`src/rtl/base64_codec_stream_assert.svh`:
```
// assertion macros shared by the base64 codec stream rtl
`ifndef BASE64_CODEC_STREAM_ASSERT_SVH
`define BASE64_CODEC_STREAM_ASSERT_SVH

// cond holds at an edge, prop holds at the same edge
`define B64CS_ASSERT_IMPLIES(label, clk, rst, cond, prop) \
   label: assert property (@(posedge clk) disable iff (rst) (cond) |-> (prop)) \
      else $error("b64cs assertion failed: same-cycle check");

// cond holds at an edge, prop holds at the next edge
`define B64CS_ASSERT_NEXT(label, clk, rst, cond, prop) \
   label: assert property (@(posedge clk) disable iff (rst) (cond) |=> (prop)) \
      else $error("b64cs assertion failed: next-cycle check");

`endif

```
`src/rtl/b64cs_pkg.sv`:
```
// shared types, codes and table functions of the base64 codec stream
`default_nettype none

package b64cs_pkg;

   localparam int JOB_QUEUE_DEPTH = 4;

   localparam logic MODE_ENCODE = 1'b0;
   localparam logic MODE_DECODE = 1'b1;

   localparam logic [7:0] PAD_CHAR     = 8'h3D;
   localparam logic [7:0] PAD_CODE     = 8'h40;
   localparam logic [7:0] INVALID_CODE = 8'h80;
   localparam logic [5:0] SEXTET_MASK  = 6'h3F;

   typedef enum logic [1:0] {
      STATUS_OK        = 2'd0,
      STATUS_BAD_COUNT = 2'd1,
      STATUS_BAD_PAD   = 2'd2
   } status_type;

   // one accepted word turned into up to four result words
   typedef struct packed {
      logic [3:0][7:0] data;
      logic [1:0]      last;
      logic            bare;
      logic            eom;
      status_type      status;
   } job_type;

   function automatic logic [7:0] alphabet_char(input logic [5:0] v);
      logic [7:0] c;
      if (v < 6'd26) begin
         c = 8'h41 + {2'b00, v};
      end else if (v < 6'd52) begin
         c = 8'h61 + {2'b00, v} - 8'd26;
      end else if (v < 6'd62) begin
         c = 8'h30 + {2'b00, v} - 8'd52;
      end else if (v == 6'd62) begin
         c = 8'h2B;
      end else begin
         c = 8'h2F;
      end
      return c;
   endfunction

   // 0..63 for alphabet characters, PAD_CODE for '=', INVALID_CODE otherwise
   function automatic logic [7:0] sextet_of(input logic [7:0] c);
      logic [7:0] v;
      if (c >= 8'h41 && c <= 8'h5A) begin
         v = c - 8'h41;
      end else if (c >= 8'h61 && c <= 8'h7A) begin
         v = c - 8'h61 + 8'd26;
      end else if (c >= 8'h30 && c <= 8'h39) begin
         v = c - 8'h30 + 8'd52;
      end else if (c == 8'h2B) begin
         v = 8'd62;
      end else if (c == 8'h2F) begin
         v = 8'd63;
      end else if (c == PAD_CHAR) begin
         v = PAD_CODE;
      end else begin
         v = INVALID_CODE;
      end
      return v;
   endfunction

endpackage

`default_nettype wire

```
`src/rtl/b64cs_front.sv`:
```
// front end: takes input words, keeps message state and builds result jobs
`default_nettype none

module b64cs_front (
   input  wire logic              clock,
   input  wire logic              reset,
   input  wire logic              csr_write_enable,
   input  wire logic              csr_write_data,
   input  wire logic              item_accept,
   input  wire logic [7:0]        in_byte,
   input  wire logic              end_of_message,
   output logic                   job_push,
   output b64cs_pkg::job_type     job
);

   logic        mode_ff;
   logic [23:0] acc_ff, acc_in;
   logic [1:0]  fill_ff, fill_in;
   logic [2:0]  pad_ff, pad_in;
   logic [1:0]  vcnt_ff, vcnt_in;
   logic        saw_ff, saw_in;
   logic        fin_ff, fin_in;
   logic        perr_ff, perr_in;

   logic [7:0]  code;
   logic        is_pad;
   logic        is_invalid;
   logic [5:0]  sextet;
   logic [1:0]  enc_fill;
   logic [2:0]  enc_count;
   logic [23:0] enc_acc;
   logic [23:0] dec_acc;
   logic [2:0]  pad_next;
   logic [2:0]  nres;
   b64cs_pkg::status_type status_next;

   assign code       = b64cs_pkg::sextet_of(in_byte);
   assign is_pad     = (code == b64cs_pkg::PAD_CODE);
   assign is_invalid = (code == b64cs_pkg::INVALID_CODE);
   assign sextet     = is_pad ? 6'd0 : code[5:0];
   assign enc_fill   = (fill_ff == 2'd3) ? 2'd0 : fill_ff;
   assign enc_count  = {1'b0, enc_fill} + 3'd1;
   assign dec_acc    = {acc_ff[17:0], sextet};
   assign pad_next   = is_pad ? pad_ff + 3'd1 : pad_ff;

   always_comb begin
      case (enc_fill)
         2'd0:    enc_acc = acc_ff | {in_byte, 16'h0000};
         2'd1:    enc_acc = acc_ff | {8'h00, in_byte, 8'h00};
         default: enc_acc = acc_ff | {16'h0000, in_byte};
      endcase
   end

   always_comb begin
      acc_in      = acc_ff;
      fill_in     = fill_ff;
      pad_in      = pad_ff;
      vcnt_in     = vcnt_ff;
      saw_in      = saw_ff;
      fin_in      = fin_ff;
      perr_in     = perr_ff;
      nres        = 3'd0;
      status_next = b64cs_pkg::STATUS_OK;
      job         = '0;

      if (mode_ff == b64cs_pkg::MODE_ENCODE) begin
         if (enc_count == 3'd3 || end_of_message) begin
            job.data[0] = b64cs_pkg::alphabet_char(enc_acc[23:18] & b64cs_pkg::SEXTET_MASK);
            job.data[1] = b64cs_pkg::alphabet_char(enc_acc[17:12] & b64cs_pkg::SEXTET_MASK);
            job.data[2] = (enc_count > 3'd1) ?
                          b64cs_pkg::alphabet_char(enc_acc[11:6]) : b64cs_pkg::PAD_CHAR;
            job.data[3] = (enc_count > 3'd2) ?
                          b64cs_pkg::alphabet_char(enc_acc[5:0]) : b64cs_pkg::PAD_CHAR;
            nres    = 3'd4;
            acc_in  = '0;
            fill_in = 2'd0;
         end else begin
            acc_in  = enc_acc;
            fill_in = enc_count[1:0];
         end
      end else if (!is_invalid) begin
         saw_in  = 1'b1;
         vcnt_in = vcnt_ff + 2'd1;
         // after a padded block characters only count toward status
         if (!fin_ff) begin
            if (fill_ff == 2'd3) begin
               case (pad_next)
                  3'd0:    nres = 3'd3;
                  3'd1:    nres = 3'd2;
                  3'd2:    nres = 3'd1;
                  default: begin
                     nres    = 3'd0;
                     perr_in = 1'b1;
                  end
               endcase
               job.data[0] = dec_acc[23:16];
               job.data[1] = dec_acc[15:8];
               job.data[2] = dec_acc[7:0];
               fin_in  = (pad_next != 3'd0);
               acc_in  = '0;
               fill_in = 2'd0;
               pad_in  = 3'd0;
            end else begin
               acc_in  = dec_acc;
               fill_in = fill_ff + 2'd1;
               pad_in  = pad_next;
            end
         end
      end

      if (mode_ff == b64cs_pkg::MODE_DECODE) begin
         if (!saw_in || vcnt_in != 2'd0) begin
            status_next = b64cs_pkg::STATUS_BAD_COUNT;
         end else if (perr_in) begin
            status_next = b64cs_pkg::STATUS_BAD_PAD;
         end
      end

      job.eom    = end_of_message;
      job.bare   = end_of_message && (nres == 3'd0);
      job.last   = (nres == 3'd0) ? 2'd0 : 2'(nres - 3'd1);
      job.status = status_next;
      if (job.bare) begin
         job.data = '0;
      end
      job_push = item_accept && ((nres != 3'd0) || end_of_message);

      // message state returns to reset after every message
      if (end_of_message) begin
         acc_in  = '0;
         fill_in = 2'd0;
         pad_in  = 3'd0;
         vcnt_in = 2'd0;
         saw_in  = 1'b0;
         fin_in  = 1'b0;
         perr_in = 1'b0;
      end
   end

   always_ff @(posedge clock) begin
      if (reset) begin
         mode_ff <= b64cs_pkg::MODE_ENCODE;
         acc_ff  <= '0;
         fill_ff <= 2'd0;
         pad_ff  <= 3'd0;
         vcnt_ff <= 2'd0;
         saw_ff  <= 1'b0;
         fin_ff  <= 1'b0;
         perr_ff <= 1'b0;
      end else if (csr_write_enable) begin
         mode_ff <= csr_write_data;
         acc_ff  <= '0;
         fill_ff <= 2'd0;
         pad_ff  <= 3'd0;
         vcnt_ff <= 2'd0;
         saw_ff  <= 1'b0;
         fin_ff  <= 1'b0;
         perr_ff <= 1'b0;
      end else if (item_accept) begin
         acc_ff  <= acc_in;
         fill_ff <= fill_in;
         pad_ff  <= pad_in;
         vcnt_ff <= vcnt_in;
         saw_ff  <= saw_in;
         fin_ff  <= fin_in;
         perr_ff <= perr_in;
      end
   end

endmodule

`default_nettype wire

```
`src/rtl/b64cs_job_queue.sv`:
```
// short job queue between the front end and the result sequencer
`default_nettype none
`include "base64_codec_stream_assert.svh"

module b64cs_job_queue #(
   parameter int DEPTH = b64cs_pkg::JOB_QUEUE_DEPTH
) (
   input  wire logic               clock,
   input  wire logic               reset,
   input  wire logic               push,
   input  wire b64cs_pkg::job_type job_in,
   output logic                    full,
   input  wire logic               pop,
   output b64cs_pkg::job_type      job_out,
   output logic                    empty
);

   localparam int PTR_W = (DEPTH > 1) ? $clog2(DEPTH) : 1;
   localparam int CNT_W = $clog2(DEPTH + 1);

   b64cs_pkg::job_type mem_ff [DEPTH];
   logic [PTR_W-1:0] wr_ptr_ff, wr_ptr_in;
   logic [PTR_W-1:0] rd_ptr_ff, rd_ptr_in;
   logic [CNT_W-1:0] count_ff, count_in;

   assign full    = (count_ff == CNT_W'(DEPTH));
   assign empty   = (count_ff == '0);
   assign job_out = mem_ff[rd_ptr_ff];

   always_comb begin
      wr_ptr_in = wr_ptr_ff;
      rd_ptr_in = rd_ptr_ff;
      if (push) begin
         wr_ptr_in = (wr_ptr_ff == PTR_W'(DEPTH - 1)) ? '0 : wr_ptr_ff + PTR_W'(1);
      end
      if (pop) begin
         rd_ptr_in = (rd_ptr_ff == PTR_W'(DEPTH - 1)) ? '0 : rd_ptr_ff + PTR_W'(1);
      end
      case ({push, pop})
         2'b10:   count_in = count_ff + CNT_W'(1);
         2'b01:   count_in = count_ff - CNT_W'(1);
         default: count_in = count_ff;
      endcase
   end

   always_ff @(posedge clock) begin
      if (reset) begin
         wr_ptr_ff <= '0;
         rd_ptr_ff <= '0;
         count_ff  <= '0;
      end else begin
         wr_ptr_ff <= wr_ptr_in;
         rd_ptr_ff <= rd_ptr_in;
         count_ff  <= count_in;
      end
   end

   always_ff @(posedge clock) begin
      if (push) begin
         mem_ff[wr_ptr_ff] <= job_in;
      end
   end

   `B64CS_ASSERT_IMPLIES(q_no_push_when_full, clock, reset, push, !full)
   `B64CS_ASSERT_IMPLIES(q_no_pop_when_empty, clock, reset, pop, !empty)
   `B64CS_ASSERT_NEXT(q_push_grows, clock, reset, push && !pop, count_ff == $past(count_ff) + CNT_W'(1))
   `B64CS_ASSERT_IMPLIES(q_count_bound, clock, reset, 1'b1, count_ff <= CNT_W'(DEPTH))

endmodule

`default_nettype wire

```
`src/rtl/b64cs_back.sv`:
```
// back end: walks the head job and presents its result words one at a time
`default_nettype none
`include "base64_codec_stream_assert.svh"

module b64cs_back (
   input  wire logic               clock,
   input  wire logic               reset,
   input  wire b64cs_pkg::job_type head,
   input  wire logic               head_empty,
   output logic                    head_done,
   input  wire logic               pop,
   output logic [7:0]              out_byte,
   output logic                    byte_valid,
   output logic                    end_of_results,
   output logic [1:0]              status
);

   logic [1:0] idx_ff, idx_in;
   logic       last_word;
   logic       take;

   assign last_word      = (idx_ff == head.last);
   assign take           = pop && !head_empty;
   assign head_done      = take && last_word;
   assign out_byte       = head.data[idx_ff];
   assign byte_valid     = !head.bare;
   assign end_of_results = head.eom && last_word;
   assign status         = end_of_results ? head.status : b64cs_pkg::STATUS_OK;

   always_comb begin
      idx_in = idx_ff;
      if (take) begin
         idx_in = last_word ? 2'd0 : idx_ff + 2'd1;
      end
   end

   always_ff @(posedge clock) begin
      if (reset) begin
         idx_ff <= 2'd0;
      end else begin
         idx_ff <= idx_in;
      end
   end

   `B64CS_ASSERT_IMPLIES(bk_idx_needs_job, clock, reset, idx_ff != 2'd0, !head_empty)
   `B64CS_ASSERT_IMPLIES(bk_idx_in_range, clock, reset, !head_empty, idx_ff <= head.last)

endmodule

`default_nettype wire

```
`src/rtl/base64_codec_stream.sv`:
```
// Streaming base64 codec (standard alphabet, '=' padding). csr_write_data selects encode (0) or
// decode (1); a write also drops any message in progress, so write it only while idle. Input
// words are taken at one per cycle while full is low. Each word is classified in the same
// cycle and turned into a job of up to four result words that waits in a short queue
// (QUEUE_DEPTH jobs); the result side drains it at one word per cycle while pop is high.
// Encoding gives four characters per three bytes, so for a steady encode stream the result
// side sets the sustained rate; decoding gives up to three bytes per four characters. Each
// job is written into the queue registers before its first result word is shown. The
// last word of each message carries end_of_results and the status; a message end with no
// data gives a bare end marker with byte_valid low.
`default_nettype none

module base64_codec_stream #(
   parameter int QUEUE_DEPTH = b64cs_pkg::JOB_QUEUE_DEPTH
) (
   input  wire logic       clock,
   input  wire logic       reset,
   input  wire logic       csr_write_enable,
   input  wire logic       csr_write_data,
   input  wire logic       push,
   output logic            full,
   input  wire logic [7:0] req_in_byte,
   input  wire logic       req_end_of_message,
   output logic            empty,
   input  wire logic       pop,
   output logic [7:0]      rsp_out_byte,
   output logic            rsp_byte_valid,
   output logic            rsp_end_of_results,
   output logic [1:0]      rsp_status
);

   logic               item_accept;
   logic               job_push;
   logic               job_pop;
   b64cs_pkg::job_type new_job;
   b64cs_pkg::job_type head_job;

   assign item_accept = push && !full;

   b64cs_front u_front (
      .clock            (clock),
      .reset            (reset),
      .csr_write_enable (csr_write_enable),
      .csr_write_data   (csr_write_data),
      .item_accept      (item_accept),
      .in_byte          (req_in_byte),
      .end_of_message   (req_end_of_message),
      .job_push         (job_push),
      .job              (new_job)
   );

   b64cs_job_queue #(
      .DEPTH (QUEUE_DEPTH)
   ) u_queue (
      .clock   (clock),
      .reset   (reset),
      .push    (job_push),
      .job_in  (new_job),
      .full    (full),
      .pop     (job_pop),
      .job_out (head_job),
      .empty   (empty)
   );

   b64cs_back u_back (
      .clock          (clock),
      .reset          (reset),
      .head           (head_job),
      .head_empty     (empty),
      .head_done      (job_pop),
      .pop            (pop),
      .out_byte       (rsp_out_byte),
      .byte_valid     (rsp_byte_valid),
      .end_of_results (rsp_end_of_results),
      .status         (rsp_status)
   );

endmodule

`default_nettype wire

```
`config.mk`:
```
export PLATFORM = sky130hd
export DESIGN_NAME = base64_codec_stream
export DESIGN_NICKNAME = d
export VERILOG_FILES = /design/src/rtl/b64cs_pkg.sv /design/src/rtl/b64cs_front.sv /design/src/rtl/b64cs_job_queue.sv /design/src/rtl/b64cs_back.sv /design/src/rtl/base64_codec_stream.sv
export VERILOG_INCLUDE_DIRS = /design/src /design/src/rtl
export SDC_FILE = /design/constraint.sdc
export NUM_CORES = 1
export LEC_CHECK = 0
export BUFFER_PORTS_ARGS = -buffer_cell sky130_fd_sc_hd__buf_2
export CAP_MARGIN = 20
export CORE_MARGIN = 1.5
export CORE_UTILIZATION = 63
export DETAILED_ROUTE_END_ITERATION = 10
export HOLD_SLACK_MARGIN = 0.1
export PLACE_DENSITY = 0.8
export SYNTH_ARGS = -nofsm -noshare
export SYNTH_HDL_FRONTEND = slang
export SYNTH_SLANG_ARGS = --single-unit
```
`constraint.sdc`:
```
create_clock -name clock -period 4.6 [get_ports clock]
set_clock_uncertainty 0.1 [all_clocks]
set_input_delay 0.23 -clock clock [delete_from_list [all_inputs] [get_ports clock]]
set_output_delay 0.23 -clock clock [all_outputs]
set_load 0.01 [all_outputs]
```
==> results by group <==
Timing
  – Period utilization: 0.8958
  – Fin. Hold Viols: 0
  – RSZ-0062 raised after global routing: no
  – Relative slew slack: 0.3082
  – Final Slew Violations: 0
  – Worst-Margin Slew: 1.038 ns
  – Final critical-path required period: 4.120 ns
  – Setup violators final: 0
  – Setup_tns: 0 ns
  – F_max: 0.2427 GHz

Layout
  – Register Area: between 5000 and 6000 um^2
  – Antenna diodes: 0
  – Layout cells sized above 1: 0.1592
  – Multi-input combinational cell area: 5434 um^2
  – Commonest non-fill, non-tap cell in the layout: edfxtp_1
  – Most frequent cells in the layout: edfxtp_1, nor2_1, a21oi_1
  – Fillers: 1203
  – Cell area after layout: roughly 12000 um^2
  – Layout area overhead: 9.196%
  – Nets: 1105

Detailed routing
  – Drt drc: 0
  – Final ANT Viol Nets: 0
  – WL final: 29.03 mm
  – Routed vias/inst: 6.728
  – DRT Pass-1 Iters: 6
  – Initial DRC count: approximately 1200
  – Routed len/inst: 22.89 um
  – Via count: 8531

Clock network
  – CTS buffer count: 17
  – Clock Sinks: 198
  – Clock-pin slew on the worst setup and hold paths: 0.08 ns
  – Post-CTS Setup Inserts: 0
  – TritonCTS clock tree: built
  – H-Tree Depth: 4
  – Worst-Skew Late Latency: 0.44 ns
  – Post_cts resized: 0
  – Root Driver: clkbuf_16
  – Clock buffer depth: 2

Yosys
  – Yosys reg bits: slightly below 200
  – Post-synth top flop: edfxtp_1
  – Asr flop ratio synth: 0
  – Mapped Cells: 1016
  – Post-synth cell types: 73
  – Syn nets: 1091
  – Post-synth EDFFs: 152
  – Mapped Avg Cell Area: 11.15 um^2
  – Ys Warns: 0
  – Netlist Area Pre-Place: 11330 um^2
  – Sequential-to-total area share from yosys stat: 0.4840

Power and ir drop
  – Pwr Total: 4.285 mW
  – Worst vdd ir: 0.0004007 V
  – Power per cell area: roughly 350 nW/um^2
  – Static Leak: 4.295 nW

Critical path
  – Setup crit end kind: register
  – CP startpoint kind: register
  – WP data arrival: 4.17 ns
  – Critical path data required time: 4.65 ns
  – CP Max Fanout: 21
  – Critical path type: reg -> reg

GRT
  – Vias in the first global route: 7907
  – Gr usage total: 0.3226
  – Largest net degree at the start of global routing: 39
  – Initial antenna violation count: 0
  – First-pass GRT wire length: between 40 and 50 mm
  – Gr ovfl total: 0

Placement
  – HPWL Detailed: 19.70 mm
  – Placer Congestion: 1.017
  – Port buffer count: 28
  – Area post-placement: 11720 um^2

Floorplan
  – Num rows: 48
  – Die Y: 137.1 um
  – Area of the die: 18800 um^2
  – I/O pin count: 29
  – Initial Util: 0.6507
  – Core Region: 17420 um^2
  – Horiz. Die Dim: between 100 and 150 um

Outcome
  – Status: finished clean

Min path
  – Hold Path Class: in -> reg

Flow run
  – # Max-Cap Violations: 0
-- stage by stage --
step	setup WS (ns)	instances	util	hold WS (ns)
floorplan	0.5898	1016	-	0.2289
global route	0.1688	1268	0.7106	0.1692
global placement	0.2675	1231	0.6731	0.3519
finish	0.4795	1268	0.7106	0.1578
CTS	0.5729	1268	0.7106	0.1480
detailed placement	0.2159	1231	0.6731	0.3560
-- report_power, final --
group	switching, mW	total, mW	internal, mW
Combinational	0.427	0.699	0.273
Clock	0.741	1.53	0.786
Sequential	0.0461	2.06	2.01
Total	1.21	4.29	3.07
-- state kept, by name (all words and copies together) (netlist names), named ones only --
register           cells
u_back.idx_ff          2
u_queue.rd_ptr_ff      2
u_queue.wr_ptr_ff      2
u_queue.mem_ff       152
u_front.vcnt_ff        2
u_front.fin_ff         1
u_front.pad_ff         3
u_queue.count_ff       3
u_front.mode_ff        1
u_front.fill_ff        2
u_front.perr_ff        1
u_front.saw_ff         1
u_front.acc_ff        24
-- per-layer routing --
layer  up-vias  routed length (um)  track usage  part of all wire
met5         -                   0            0                 0
met4         0                1010       0.1193             0.035
met3        70                2215      0.07333             0.076
met2       434               13870       0.5212              0.48
met1      4151               11930       0.4272              0.41
li1       3876                   -            -                 -
-- worst max-delay path: stages, from the launching register on --
cell      delay, ns
dfxtp_1        0.34
inv_1          0.08
ha_1           0.66
nor2b_1        0.24
o21a_1         0.23
a21o_1         0.25
inv_1          0.17
ha_1           0.21
nand2b_1       0.38
o21ai_0        0.20
o21ai_0        0.15
o211ai_1       0.15
a32oi_1        0.50
nor2_1         0.18
-- cell usage after synthesis, types with 5 or more instances --
cell,count,area share
a211oi_1,33,0.022
a21o_1,14,0.0093
a21oi_1,71,0.031
a22o_1,8,0.0062
a22oi_1,25,0.017
a311oi_1,5,0.0039
a31oi_1,15,0.0083
and2_1,9,0.0050
buf_1,6,0.0020
buf_2,7,0.0031
clkbuf_1,48,0.016
dfxtp_1,46,0.081
edfxtp_1,152,0.40
ha_1,59,0.065
inv_1,53,0.018
mux2i_1,6,0.0053
mux4_2,46,0.091
nand2_1,65,0.022
nand2b_1,13,0.0072
nand3_1,21,0.0093
nor2_1,81,0.027
nor2b_1,22,0.012
nor3_1,21,0.0093
o211ai_1,16,0.011
o21a_1,10,0.0066
o21ai_0,42,0.019
o21ai_1,9,0.0040
o22ai_1,7,0.0039
or2_2,7,0.0039
or3_1,5,0.0028
xnor2_1,21,0.016
xor2_1,8,0.0062
-- kinds of logic after synthesis --
logic type	Yosys count	synth area share
AOI/OAI and AO/OA	290	0.1695
xor gates and xnor gates	29	0.02241
adders and majority gates	60	0.06690
buffers and inverters	116	0.03919
DFF	198	0.4840
muxes	54	0.09936
and+or+nand+nor	269	0.1187
-- timing repair --
item	CTS	global route
setup endpoints to repair	0	0
hold buffers	5	0
hold endpoints to repair	10	0
-- area by class of cell --
type / count / area share
inverter: 55 / 0.01668
sequential: 198 / 0.4434
tap: 225 / 0.02275
multi-input combinational: 702 / 0.4391
timing repair buffer: 56 / 0.02932
clock inverter: 14 / 0.01405
clock buffer: 18 / 0.03468
-- path summary, 6_finish.rpt --
path | start | end | slack, ns | depth (start not counted)
max | u_front.fill_ff[0] | u_queue.mem_ff[3][10] | 0.48 | 13
min | pop | u_back.idx_ff[1] | 0.16 | 4
min reg2reg | u_front.perr_ff | u_front.perr_ff | 0.37 | 1
max reg2reg | u_front.fill_ff[0] | u_queue.mem_ff[3][10] | 0.48 | 13
No activity file was read; power rests on OpenSTA's default activity.
